**src/hw/rtl/fsb_pkg.sv**
```systemverilog
// shared types and constants for the friction smoothstep blend
package fsb_pkg;

   localparam int SPEED_W = 24;
   localparam int COEF_W  = 16;

   typedef enum logic [1:0] {
      MODE_STATIC  = 2'd0,
      MODE_KINETIC = 2'd1,
      MODE_BLEND   = 2'd2
   } mode_type;

   typedef struct packed {
      logic              valid;
      mode_type          mode;
      logic [COEF_W-1:0] static_coef;
      logic [COEF_W-1:0] kinetic_coef;
   } ctl_type;

endpackage

```
**src/hw/rtl/fsb_divider.sv**
```systemverilog
// pipelined restoring divider giving the transition fraction, one quotient bit per stage
module fsb_divider #(
   parameter int FRAC_BITS = 16
) (
   input  logic                          clock,
   input  logic                          reset,
   input  fsb_pkg::ctl_type              in_ctl,
   input  logic [fsb_pkg::SPEED_W-1:0]   in_rem,
   input  logic [fsb_pkg::SPEED_W-1:0]   in_width,
   input  logic                          in_full,
   output fsb_pkg::ctl_type              out_ctl,
   output logic [FRAC_BITS:0]            out_t
);

   localparam int W = fsb_pkg::SPEED_W;

   fsb_pkg::ctl_type     ctl_ff   [FRAC_BITS];
   logic [W-1:0]         rem_ff   [FRAC_BITS];
   logic [W-1:0]         width_ff [FRAC_BITS];
   logic                 full_ff  [FRAC_BITS];
   logic [FRAC_BITS-1:0] q_ff     [FRAC_BITS];

   fsb_pkg::ctl_type     ctl_src   [FRAC_BITS];
   logic [W-1:0]         rem_src   [FRAC_BITS];
   logic [W-1:0]         width_src [FRAC_BITS];
   logic                 full_src  [FRAC_BITS];
   logic [FRAC_BITS-1:0] q_src     [FRAC_BITS];

   for (genvar k = 0; k < FRAC_BITS; k++) begin : g_stage
      logic [W:0]           shifted;
      logic                 take;
      fsb_pkg::ctl_type     ctl_in;
      logic [W-1:0]         rem_in;
      logic [FRAC_BITS-1:0] q_in;

      if (k == 0) begin : g_first
         assign ctl_src[k]   = in_ctl;
         assign rem_src[k]   = in_rem;
         assign width_src[k] = in_width;
         assign full_src[k]  = in_full;
         assign q_src[k]     = '0;
      end else begin : g_next
         assign ctl_src[k]   = ctl_ff[k-1];
         assign rem_src[k]   = rem_ff[k-1];
         assign width_src[k] = width_ff[k-1];
         assign full_src[k]  = full_ff[k-1];
         assign q_src[k]     = q_ff[k-1];
      end

      always_comb begin
         shifted = {rem_src[k], 1'b0};
         take    = shifted >= {1'b0, width_src[k]};
         rem_in  = take ? W'(shifted - {1'b0, width_src[k]}) : shifted[W-1:0];
         q_in    = {q_src[k][FRAC_BITS-2:0], take};
         ctl_in  = ctl_src[k];
         if (reset) begin
            ctl_in.valid = 1'b0;
         end
      end

      always_ff @(posedge clock) begin
         ctl_ff[k]   <= ctl_in;
         rem_ff[k]   <= rem_in;
         width_ff[k] <= width_src[k];
         full_ff[k]  <= full_src[k];
         q_ff[k]     <= q_in;
      end
   end

   assign out_ctl = ctl_ff[FRAC_BITS-1];
   assign out_t   = full_ff[FRAC_BITS-1] ? (FRAC_BITS+1)'(1) << FRAC_BITS
                                         : {1'b0, q_ff[FRAC_BITS-1]};

endmodule

```
**src/hw/rtl/fsb_shaper.sv**
```systemverilog
// two stage smoothstep shaping of the fraction, 3t^2 - 2t^3
module fsb_shaper #(
   parameter int FRAC_BITS = 16
) (
   input  logic                 clock,
   input  logic                 reset,
   input  fsb_pkg::ctl_type     in_ctl,
   input  logic [FRAC_BITS:0]   in_t,
   output fsb_pkg::ctl_type     out_ctl,
   output logic [FRAC_BITS:0]   out_s
);

   localparam int F = FRAC_BITS;
   localparam logic [F+1:0] THREE_ONE = (F+2)'(3) << F;
   localparam logic [F+2:0] ONE_WIDE  = (F+3)'(1) << F;

   fsb_pkg::ctl_type ctl_a_ff, ctl_a_in, ctl_b_ff, ctl_b_in;
   logic [F:0]       t2_ff, t2_in;
   logic [F+1:0]     cubic_ff, cubic_in;
   logic [F:0]       s_ff, s_in;
   logic [2*F+1:0]   tsq;
   logic [2*F+2:0]   sprod;
   logic [F+2:0]     s_raw;

   // square and cubic factor
   always_comb begin
      tsq      = (2*F+2)'(in_t) * (2*F+2)'(in_t);
      t2_in    = tsq[2*F:F];
      cubic_in = THREE_ONE - {in_t, 1'b0};
      ctl_a_in = in_ctl;
      if (reset) begin
         ctl_a_in.valid = 1'b0;
      end
   end

   always_ff @(posedge clock) begin
      ctl_a_ff <= ctl_a_in;
      t2_ff    <= t2_in;
      cubic_ff <= cubic_in;
   end

   // shaped fraction, clamped to one
   always_comb begin
      sprod    = (2*F+3)'(t2_ff) * (2*F+3)'(cubic_ff);
      s_raw    = sprod[2*F+2:F];
      s_in     = (s_raw > ONE_WIDE) ? ONE_WIDE[F:0] : s_raw[F:0];
      ctl_b_in = ctl_a_ff;
      if (reset) begin
         ctl_b_in.valid = 1'b0;
      end
   end

   always_ff @(posedge clock) begin
      ctl_b_ff <= ctl_b_in;
      s_ff     <= s_in;
   end

   assign out_ctl = ctl_b_ff;
   assign out_s   = s_ff;

endmodule

```
**src/hw/rtl/fsb_blend.sv**
```systemverilog
// blend of static toward kinetic coefficient with round half up, pick by mode, and result register
module fsb_blend #(
   parameter int FRAC_BITS = 16
) (
   input  logic                        clock,
   input  logic                        reset,
   input  fsb_pkg::ctl_type            in_ctl,
   input  logic [FRAC_BITS:0]          in_s,
   output logic                        out_valid,
   output logic [fsb_pkg::COEF_W-1:0]  out_coef
);

   localparam int F  = FRAC_BITS;
   localparam int CW = fsb_pkg::COEF_W;
   localparam int PW = CW + F + 3;
   localparam logic signed [PW-1:0] HALF = PW'(1) << (F-1);

   fsb_pkg::ctl_type         ctl_ff, ctl_in;
   logic signed [PW-1:0]     prod_ff, prod_in;
   logic signed [CW:0]       delta;
   logic signed [F+1:0]      s_sgn;
   logic signed [PW-1:0]     base;
   logic signed [PW-1:0]     sum;
   logic                     valid_ff, valid_in;
   logic [CW-1:0]            coef_ff, coef_in;

   // weighted difference
   always_comb begin
      delta   = $signed({1'b0, in_ctl.kinetic_coef}) - $signed({1'b0, in_ctl.static_coef});
      s_sgn   = $signed({1'b0, in_s});
      prod_in = PW'(delta) * PW'(s_sgn);
      ctl_in  = in_ctl;
      if (reset) begin
         ctl_in.valid = 1'b0;
      end
   end

   always_ff @(posedge clock) begin
      ctl_ff  <= ctl_in;
      prod_ff <= prod_in;
   end

   // round, scale and pick by mode
   always_comb begin
      base = $signed({{(PW-CW-F){1'b0}}, ctl_ff.static_coef, {F{1'b0}}});
      sum  = base + prod_ff + HALF;
      case (ctl_ff.mode)
         fsb_pkg::MODE_STATIC:  coef_in = ctl_ff.static_coef;
         fsb_pkg::MODE_KINETIC: coef_in = ctl_ff.kinetic_coef;
         fsb_pkg::MODE_BLEND:   coef_in = sum[F+CW-1:F];
         default:               coef_in = ctl_ff.static_coef;
      endcase
      valid_in = ctl_ff.valid && !reset;
   end

   always_ff @(posedge clock) begin
      valid_ff <= valid_in;
      coef_ff  <= coef_in;
   end

   assign out_valid = valid_ff;
   assign out_coef  = coef_ff;

endmodule

```
**src/hw/rtl/friction_smoothstep_blend.sv**
```systemverilog
// top level of the friction smoothstep blend pipeline
// a word passes the input register, the divider stages, the shaper stages and the blend registers in that order
// throughput: one word per cycle while busy is low, set by the divider taking one quotient bit per stage
// busy is reset registered: it rises and falls in the cycle after reset does, and is low otherwise
// reset: synchronous, active high, clears every valid bit; no result is lost to back pressure
module friction_smoothstep_blend #(
   parameter int FRAC_BITS = 16
) (
   input  logic                        clock,
   input  logic                        reset,
   input  logic                        start,
   output logic                        busy,
   input  logic [fsb_pkg::SPEED_W-1:0] req_speed,
   input  logic [fsb_pkg::SPEED_W-1:0] req_stick_speed,
   input  logic [fsb_pkg::SPEED_W-1:0] req_blend_width,
   input  logic [fsb_pkg::COEF_W-1:0]  req_static_coef,
   input  logic [fsb_pkg::COEF_W-1:0]  req_kinetic_coef,
   output logic                        rsp_valid,
   output logic [fsb_pkg::COEF_W-1:0]  rsp_friction_coef
);

   localparam int W   = fsb_pkg::SPEED_W;
   localparam int LAT = FRAC_BITS + 5;

   logic             busy_ff, busy_in;
   logic             accept;
   fsb_pkg::ctl_type ctl_ff, ctl_in;
   logic [W-1:0]     diff_ff, diff_in;
   logic [W-1:0]     width_ff;
   logic             full_ff, full_in;

   fsb_pkg::ctl_type div_ctl;
   logic [FRAC_BITS:0] div_t;
   fsb_pkg::ctl_type shp_ctl;
   logic [FRAC_BITS:0] shp_s;

   assign busy_in = reset;
   assign accept  = start && !busy_ff;

   // classify the word and form the dividend
   always_comb begin
      diff_in            = req_speed - req_stick_speed;
      full_in            = diff_in >= req_blend_width;
      ctl_in.valid       = accept && !reset;
      ctl_in.static_coef  = req_static_coef;
      ctl_in.kinetic_coef = req_kinetic_coef;
      if (req_speed < req_stick_speed) begin
         ctl_in.mode = fsb_pkg::MODE_STATIC;
      end else if (req_blend_width == '0) begin
         ctl_in.mode = fsb_pkg::MODE_KINETIC;
      end else begin
         ctl_in.mode = fsb_pkg::MODE_BLEND;
      end
   end

   always_ff @(posedge clock) begin
      busy_ff  <= busy_in;
      ctl_ff   <= ctl_in;
      diff_ff  <= diff_in;
      width_ff <= req_blend_width;
      full_ff  <= full_in;
   end

   assign busy = busy_ff;

   fsb_divider #(.FRAC_BITS(FRAC_BITS)) u_divider (
      .clock    (clock),
      .reset    (reset),
      .in_ctl   (ctl_ff),
      .in_rem   (diff_ff),
      .in_width (width_ff),
      .in_full  (full_ff),
      .out_ctl  (div_ctl),
      .out_t    (div_t)
   );

   fsb_shaper #(.FRAC_BITS(FRAC_BITS)) u_shaper (
      .clock   (clock),
      .reset   (reset),
      .in_ctl  (div_ctl),
      .in_t    (div_t),
      .out_ctl (shp_ctl),
      .out_s   (shp_s)
   );

   fsb_blend #(.FRAC_BITS(FRAC_BITS)) u_blend (
      .clock     (clock),
      .reset     (reset),
      .in_ctl    (shp_ctl),
      .in_s      (shp_s),
      .out_valid (rsp_valid),
      .out_coef  (rsp_friction_coef)
   );

`ifndef ASSERT_OFF
   a_no_spurious: assert property (@(posedge clock) disable iff (reset)
      rsp_valid |-> $past(accept, LAT))
      else $error("result strobe without an accepted word");

   a_no_loss: assert property (@(posedge clock) disable iff (reset)
      accept |-> ##LAT rsp_valid)
      else $error("accepted word produced no result");

   a_static_pass: assert property (@(posedge clock) disable iff (reset)
      (rsp_valid && $past(accept && (req_speed < req_stick_speed), LAT))
      |-> (rsp_friction_coef == $past(req_static_coef, LAT)))
      else $error("speed below stick did not give the static coefficient");

   a_busy_reset_only: assert property (@(posedge clock)
      !$past(reset) |-> !busy)
      else $error("busy raised outside reset");
`endif

endmodule

```
**config.mk**
```make
export PLATFORM = sky130hd
export DESIGN_NAME = friction_smoothstep_blend
export DESIGN_NICKNAME = d
export VERILOG_FILES = /design/src/hw/rtl/fsb_pkg.sv /design/src/hw/rtl/fsb_divider.sv /design/src/hw/rtl/fsb_shaper.sv /design/src/hw/rtl/fsb_blend.sv /design/src/hw/rtl/friction_smoothstep_blend.sv
export SDC_FILE = /design/constraint.sdc
export NUM_CORES = 2
export LEC_CHECK = 0
export BUFFER_PORTS_ARGS = -buffer_cell sky130_fd_sc_hd__buf_2
export CORE_MARGIN = 2
export CORE_UTILIZATION = 55
export CTS_CLUSTER_SIZE = 28
export DETAILED_ROUTE_END_ITERATION = 12
export HOLD_SLACK_MARGIN = 0.15
export PLACE_DENSITY = 0.8
export SYNTH_ARGS = -nofsm -noshare
export SYNTH_HDL_FRONTEND = slang
export SYNTH_SLANG_ARGS = --single-unit
```
**constraint.sdc**
```tcl
create_clock -name clock -period 23 [get_ports clock]
set_clock_uncertainty 0.05 [all_clocks]
set_input_delay 1.15 -clock clock [delete_from_list [all_inputs] [get_ports clock]]
set_output_delay 1.15 -clock clock [all_outputs]
set_load 0.01 [all_outputs]
```
Yosys cells after proc, flatten, opt, wreduce, memory -nomap -nowiden

Memory sizes are Yosys's and may differ from the RTL's.
Index checks and enable logic that the tools add are counted.

RAM bits: 1600
Memories: 5
Output and inout bits: 18
Word-level logic and storage cells: 117
Bits in read-only memories: 0
Latch bits: 0
Bits of input ports: 107
Register bits: 291

Reductions and logical operators: 6
Multipliers: 3
Divide/modulo/power cells: 0
Shifts and indexed selects: 0
Bitwise gates (word level): 0
Equality and inequality tests: 2
$lt $le $gt $ge: 19
Multiplexer cells: 35
$add $sub $neg: 21

Memories:

| memory             | depth | bits a word | read ports | clocked after memory_dff | wr ports | RTL line          | text |
|---|---|---|---|---|---|---|---|
| u_divider.ctl_ff   | 16    | 35          | 16         | 0                        | 16       | fsb_divider.sv:17 | `fsb_pkg::ctl_type ctl_ff [FRAC_BITS];` |
| u_divider.rem_ff   | 16    | 24          | 15         | 0                        | 16       | fsb_divider.sv:18 | `logic [W-1:0] rem_ff [FRAC_BITS];` |
| u_divider.width_ff | 16    | 24          | 15         | 0                        | 16       | fsb_divider.sv:19 | `logic [W-1:0] width_ff [FRAC_BITS];` |
| u_divider.q_ff     | 16    | 16          | 16         | 0                        | 16       | fsb_divider.sv:21 | `logic [FRAC_BITS-1:0] q_ff [FRAC_BITS];` |
| u_divider.full_ff  | 16    | 1           | 16         | 0                        | 16       | fsb_divider.sv:20 | `logic full_ff [FRAC_BITS];` |

Operators by type and width:

| cell                   | count |
|---|---|
| $sub 24x24->24         | 17 |
| $ge 25x24->1           | 16 |
| $mux 24                | 16 |
| $mul 17x18->35         | 1 |
| $mul 17x17->33         | 1 |
| $add 32x17->32 const B | 1 |
| $add 32x32->32         | 1 |
| $mul 17x18->32         | 1 |
| $pmux 16 s2            | 1 |
| $ge 24x24->1           | 1 |
| $logic_not 24->1       | 1 |
| $lt 24x24->1           | 1 |
| $gt 19x17->1 const B   | 1 |
| $sub 18x18->18 const A | 1 |
| $mux 17                | 1 |
| $sub 16x16->17         | 1 |
| $mux 1                 | 16 |
| $logic_and 1x1->1      | 3 |
| $eq 2x1->1 const B     | 1 |
| $eq 2x2->1 const B     | 1 |
| $logic_not 1->1        | 2 |
| $mux 2                 | 1 |

Logic depth before layout (Yosys ltp)

Depth after elaboration: 3
Mapped depth: 33
Depth with buffers taken out: 32

Modules after synthesis

Synthesis repeated with hierarchy kept, for this count alone.

Cells, all modules: 8775
Area total of the unflattened synthesis: 88394.8 um^2

Modules (own cells, without submodules):

| module                    | area each (um^2) | seq. area each (um^2) | cells an instance | instances |
|---|---|---|---|---|
| fsb_divider               | 52262.6          | 28667.5               | 4886              | 1 |
| fsb_shaper                | 20091.8          | 2422.3                | 2145              | 1 |
| fsb_blend                 | 12279.3          | 1381.3                | 1372              | 1 |
| friction_smoothstep_blend | 3761.1           | 1701.6                | 372               | 1 |

Least setup slack after synthesis

No wires, ideal clock.

Path type: register -> register
From: reg u_shaper.ctl_b_ff, in the netlist u_shaper.out_ctl[17]
To: reg u_blend.prod_ff[31]
Required time: 22820 ps
Clock period less this slack: 8386 ps
Path buffers: 1
Cell stages (with the launch flop): 32
Arrival: 8206 ps
Path slack: 14614 ps
Library setup time: 130 ps
Cells stage by stage: dfxtp_1 -> inv_1 -> ha_1 -> nor2b_1 -> o31a_1 -> o41ai_1 -> o21ai_0 -> o41a_1 -> a21o_1 -> a21oi_1 -> xnor2_1 -> clkbuf_1 -> nand2_1 -> fa_1 -> inv_1 -> fa_1 -> fa_1 -> fa_1 -> fa_1 -> inv_1 -> fa_1 -> inv_1 -> ha_1 -> nand2_1 -> nand2_1 -> a2111o_1 -> a31oi_1 -> o21ai_1 -> a41o_1 -> o41a_1 -> xor2_1 -> xnor3_1

Word-level cells in the longest chain between the ends: 2

Ends and longest elaborated chain:

| element                 | RTL line         | text |
|---|---|---|
| from (decl)             | fsb_shaper.sv:17 | `fsb_pkg::ctl_type ctl_a_ff, ctl_a_in, ctl_b_ff, ctl_b_in;` |
| from (signal assigned)  | fsb_shaper.sv:54 | `ctl_b_ff <= ctl_b_in;` |
| $sub 16x16->17          | fsb_blend.sv:29  | `delta = $signed({1'b0, in_ctl.kinetic_coef}) - $signed({1'b0, in_ctl.static_coef});` |
| $mul 17x18->32          | fsb_blend.sv:31  | `prod_in = PW'(delta) * PW'(s_sgn);` |
| via u_blend.prod_in[31] | fsb_blend.sv:19  | `logic signed [PW-1:0] prod_ff, prod_in;` |
| to (signal assigned)    | fsb_blend.sv:40  | `prod_ff <= prod_in;` |
| to (decl)               | fsb_blend.sv:19  |  |

The timed path passes the listed nets, and every way through them passes these cells.
A chain may end at the register's enable or synchronous reset.

Worst setup path after layout

Same ends and word-level chain as after synthesis.

==> impl_metrics.sql <==
INSERT INTO impl_metrics (metric_group, metric, value, unit) VALUES
('synth', 'synth_warnings', '0', ''),
('setup_path', 'worst-r2r-setup-slack', '13.54', 'ns'),
('place', 'port-buffer-count', '124', ''),
('global_route', 'first_global_vias', '60850', ''),
('cts', 'clk_root_buffer_cell', 'clkbuf_16', ''),
('cts', 'clkTransAtPathRegs', '0.07', 'ns'),
('detailed_routing', 'detail_route.iter0.violations', '3630', ''),
('global_route', 'gr-total-overflow', '0', ''),
('setup_path', 'slowest_stage', 'fa_1', ''),
('die', 'initial_core_util', '55.26', '%'),
('worst_hold_path', 'timing.hold.worst.class', 'flop to flop', ''),
('layout', 'flow.area_growth_from_synthesis', '10.12', '%'),
('die', 'fp.coreArea', '0.1558', 'mm²'),
('setup_path', 'cp_common_cell', 'fa_1', ''),
('setup_path', 'critPathArrivalTime', '10.08', 'ns'),
('run', 'drv.max_cap_violation_count', '0', ''),
('place', 'gp_routability_congestion', '0.9110', ''),
('setup_path', 'critical_path.reg2reg.endpoint', 'u_blend.prod_ff[31]', ''),
('setup_path', 'crit_path_end_kind', 'flop', ''),
('die', 'horiz_die_dim', '399.7', 'µm'),
('global_route', 'global_route_wire_length_before_repair', '300600', 'µm'),
('global_route', 'antenna_violations_before_repair', '4', ''),
('timing', 'unrepaired_setup_endpoints_after_global_routing', 'false', ''),
('timing', 'finalHoldViolations', '0', ''),
('die', 'total_die_area', '0.1598', 'mm²'),
('cts', 'numClockSinks', '1707', ''),
('die', 'die_height', '399.7', 'µm'),
('layout', 'final.fill_count', '12180', ''),
('setup_path', 'critical-path-max-stage-delay', '0.54', 'ns'),
('timing', 'timing.slew.headroom', '16.80', '%'),
('setup_path', 'crit_type', 'flop to flop', ''),
('detailed_routing', 'detail_route.vias_per_cell', '5.340', ''),
('synth', 'synth_area_leaders', 'dfxtp_1, fa_1, ha_1', ''),
('synth', 'yosysTopAreaCell', 'dfxtp_1', ''),
('die', 'num_rows', '145', ''),
('timing', 'period_share', '41.13', '%'),
('die', 'number_of_top_level_pins', '125', ''),
('cts', 'clock_tree.htree_level_count', '4', ''),
('outcome', 'run_status', 'complete, no violations', ''),
('detailed_routing', 'route.antenna.remaining_nets', '0', ''),
('global_route', 'grt_max_degree', '44', ''),
('synth', 'synthDominantCellAreaShare', '39.68', '%'),
('setup_path', 'cp_max_fo', '17', ''),
('cts', 'postCtsSetupRepairBufs', '0', ''),
('detailed_routing', 'dr_total_vias', '58070', ''),
('synth', 'syn-cell-area', '0.08612', 'mm²'),
('timing', 'fmax', '0.1057', 'GHz'),
('synth', 'share_of_synthesized_area_occupied_by_flip_flops_and_latches', '39.68', '%'),
('timing', 'finalCriticalPeriod', '9.460', 'ns'),
('cts', 'clkLatencyLatePin', '0.78', 'ns'),
('cts', 'post_cts_hold_buffer_count', '0', ''),
('layout', 'finalNetCount', '10220', ''),
('worst_hold_path', 'holdCritStartpoint', 'u_divider.ctl_ff[0][116]', ''),
('worst_hold_path', 'min_to', 'u_divider.ctl_ff[0][151]', ''),
('timing', 'final.setup.tns', '0', 'ns'),
('detailed_routing', 'routed_wl', '182100', 'µm'),
('setup_path', 'worst_r2r_startpoint', 'u_shaper.out_ctl[17]', ''),
('detailed_routing', 'routed_wire_length_per_instance', '16.75', 'µm'),
('synth', 'synthArstFlopShare', '0', '%'),
('layout', 'post_route_cells_drive_above_1_share', '7.862', '%'),
('synth', 'synth.avg_cell_area', '10.12', 'µm²'),
('timing', 'tightest_slew', '1.248', 'ns'),
('worst_hold_path', 'holdPathStages', '0', ''),
('setup_path', 'worst_setup_path_start_kind', 'flop', ''),
('detailed_routing', 'drt_drc_violations_left', '0', ''),
('timing', 'timing.final.setup_violations', '0', ''),
('timing', 'slew_violations', '0', ''),
('cts', 'max-clock-path-buffers', '3', ''),
('cts', 'tritoncts', 'built', ''),
('place', 'detailedPlacementHpwl', '136000', 'µm'),
('global_route', 'track_usage', '23.04', '%'),
('cts', 'post_cts_resize_count', '0', ''),
('synth', 'count_of_mapped_cells_out_of_synthesis', '8512', ''),
('setup_path', 'r2r_cells', '32', ''),
('detailed_routing', 'drt-pass1-iter-count', '7', ''),
('synth', 'synth.distinct_cells', '96', ''),
('setup_path', 'required', '23.62', 'ns'),
('synth', 'synth_top_flop_cell', 'dfxtp_1', ''),
('synth', 'synth-seq-cells', '1707', ''),
('synth', 'synth_edf_count', '0', ''),
('cts', 'cts_buffers', '164', '');
## layer usage
layer	routed length [µm]	global-route usage, %	vias up
met1	76390	28.70	28240
li1	-	-	27790
met5	11	0	-
met2	90160	40.55	1622
met3	9794	3.673	418
met4	5753	7.747	2
## area by class of cell
cell class	count	area, µm²	share of cell area, %
Antenna cell	1	2.502	0.002638
Clock buffer	222	4682	4.937
Clock inverter	78	1132	1.194
Inverter	1400	5255	5.541
Multi-Input combinational cell	5250	46150	48.66
Sequential cell	1707	34170	36.03
Tap cell	2058	2575	2.715
Timing Repair Buffer	158	875.8	0.9235
## flip-flops by register name (all words and copies together), names as in the netlist, 35 cells and up
name                flops
u_divider.width_ff    360
u_divider.rem_ff      360
u_divider.ctl_ff      560
u_shaper.out_ctl       35
u_divider.q_ff        136
ctl_ff                 35
u_shaper.ctl_a_ff      35
## worst max-delay path by stage
stage / from / end / slack [ns]
finish: u_shaper.out_ctl[17] / u_blend.prod_ff[31] / 13.54
global route: u_shaper.out_ctl[17] / u_blend.prod_ff[31] / 13.11
CTS: u_shaper.out_ctl[17] / u_blend.prod_ff[31] / 13.59
detailed placement: u_shaper.out_ctl[17] / u_blend.prod_ff[31] / 13.69
global placement: u_shaper.out_ctl[17] / u_blend.prod_ff[31] / 13.81
floorplan: u_shaper.out_ctl[17] / u_blend.prod_ff[31] / 14.61
## cells by family (layout without fill, tap and decap cells)
kind of cell	after synthesis	after routing	share of synthesized area (%)
fa+ha+maj	1431	1431	26.48
flops	1707	1707	39.68
simple gates	1935	1935	10.89
mux	183	183	2.371
compound gates	1282	1282	9.606
xor+xnor	395	395	4.042
other cells	2	25	0.008720
buf+inv	1577	1858	6.918
## metrics by stage
stage / util (%) / worst slack (ns) / hold WS, ns / instance area [µm²] / std cells
CTS: 60.86 / 13.59 / 0.2471 / 94840 / 10870
detailed placement: 57.13 / 13.69 / 0.2621 / 89030 / 10570
global route: 60.86 / 13.11 / 0.2573 / 94840 / 10870
floorplan: - / 14.61 / 0.2596 / 86210 / 8534
finish: 60.86 / 13.54 / 0.2534 / 94840 / 10870
global placement: 57.13 / 13.81 / 0.2596 / 89030 / 10570
## worst max-delay path: cells and delay by family, from the launching register on
kind / cells / cell delay [ns]
xor gates and xnor gates: 3 / 0.74
adders and majority gates: 8 / 3.37
buffers and inverters: 5 / 0.51
AOI/OAI and AO/OA: 12 / 3.59
and+or+nand+nor: 4 / 0.66
DFF: 1 / 0.37
## cell usage after synthesis (11+ instances only)
cell type  count
a211o_1       13
nand3_1       76
a21o_1       169
a31o_2        11
nand4_1       56
or2_2         30
a211oi_1      36
a21oi_1      402
o21bai_1      40
a21boi_0      12
buf_2         16
nand2b_1      65
or3_1         35
o21a_1        69
nor2_1       365
o31a_1        23
clkbuf_1     155
o31ai_1       26
dfxtp_1     1707
xnor2_1      270
and4_1        13
nor2b_1      136
and3_1        44
o211ai_1      13
nor3_1        96
mux2i_1       15
o21ai_1       13
inv_1       1400
and2_1       260
xor2_1       123
fa_1         653
a31oi_1       37
nor4_1        26
nand2_1      692
ha_1         778
o21ai_0      260
a221oi_1      19
mux2_2       168
## cells in the final DEF (no fill, tap or decap), types with 22 or more instances in the layout
master,instances
o31ai_1,26
o21a_1,69
nor4_1,26
clkinv_2,30
a21o_1,169
ha_1,778
clkbuf_16,164
and2_1,260
clkbuf_8,36
clkbuf_1,22
mux2_2,168
a31oi_1,37
dfxtp_1,1707
inv_1,1400
nand2b_1,65
nand2_1,692
buf_4,34
a211oi_1,36
o21bai_1,40
o31a_1,23
xnor2_1,264
or2_2,30
a21oi_1,400
fa_1,653
and3_1,44
nor3_1,96
nand3_1,76
buf_2,124
nand4_1,56
nor2_1,364
conb_1,24
xor2_1,123
nor2b_1,136
o21ai_0,260
or3_1,35
Power is left out: the tool's default activity adds up to more than one toggle a clock period on the data nets, which glitch-free logic cannot reach.
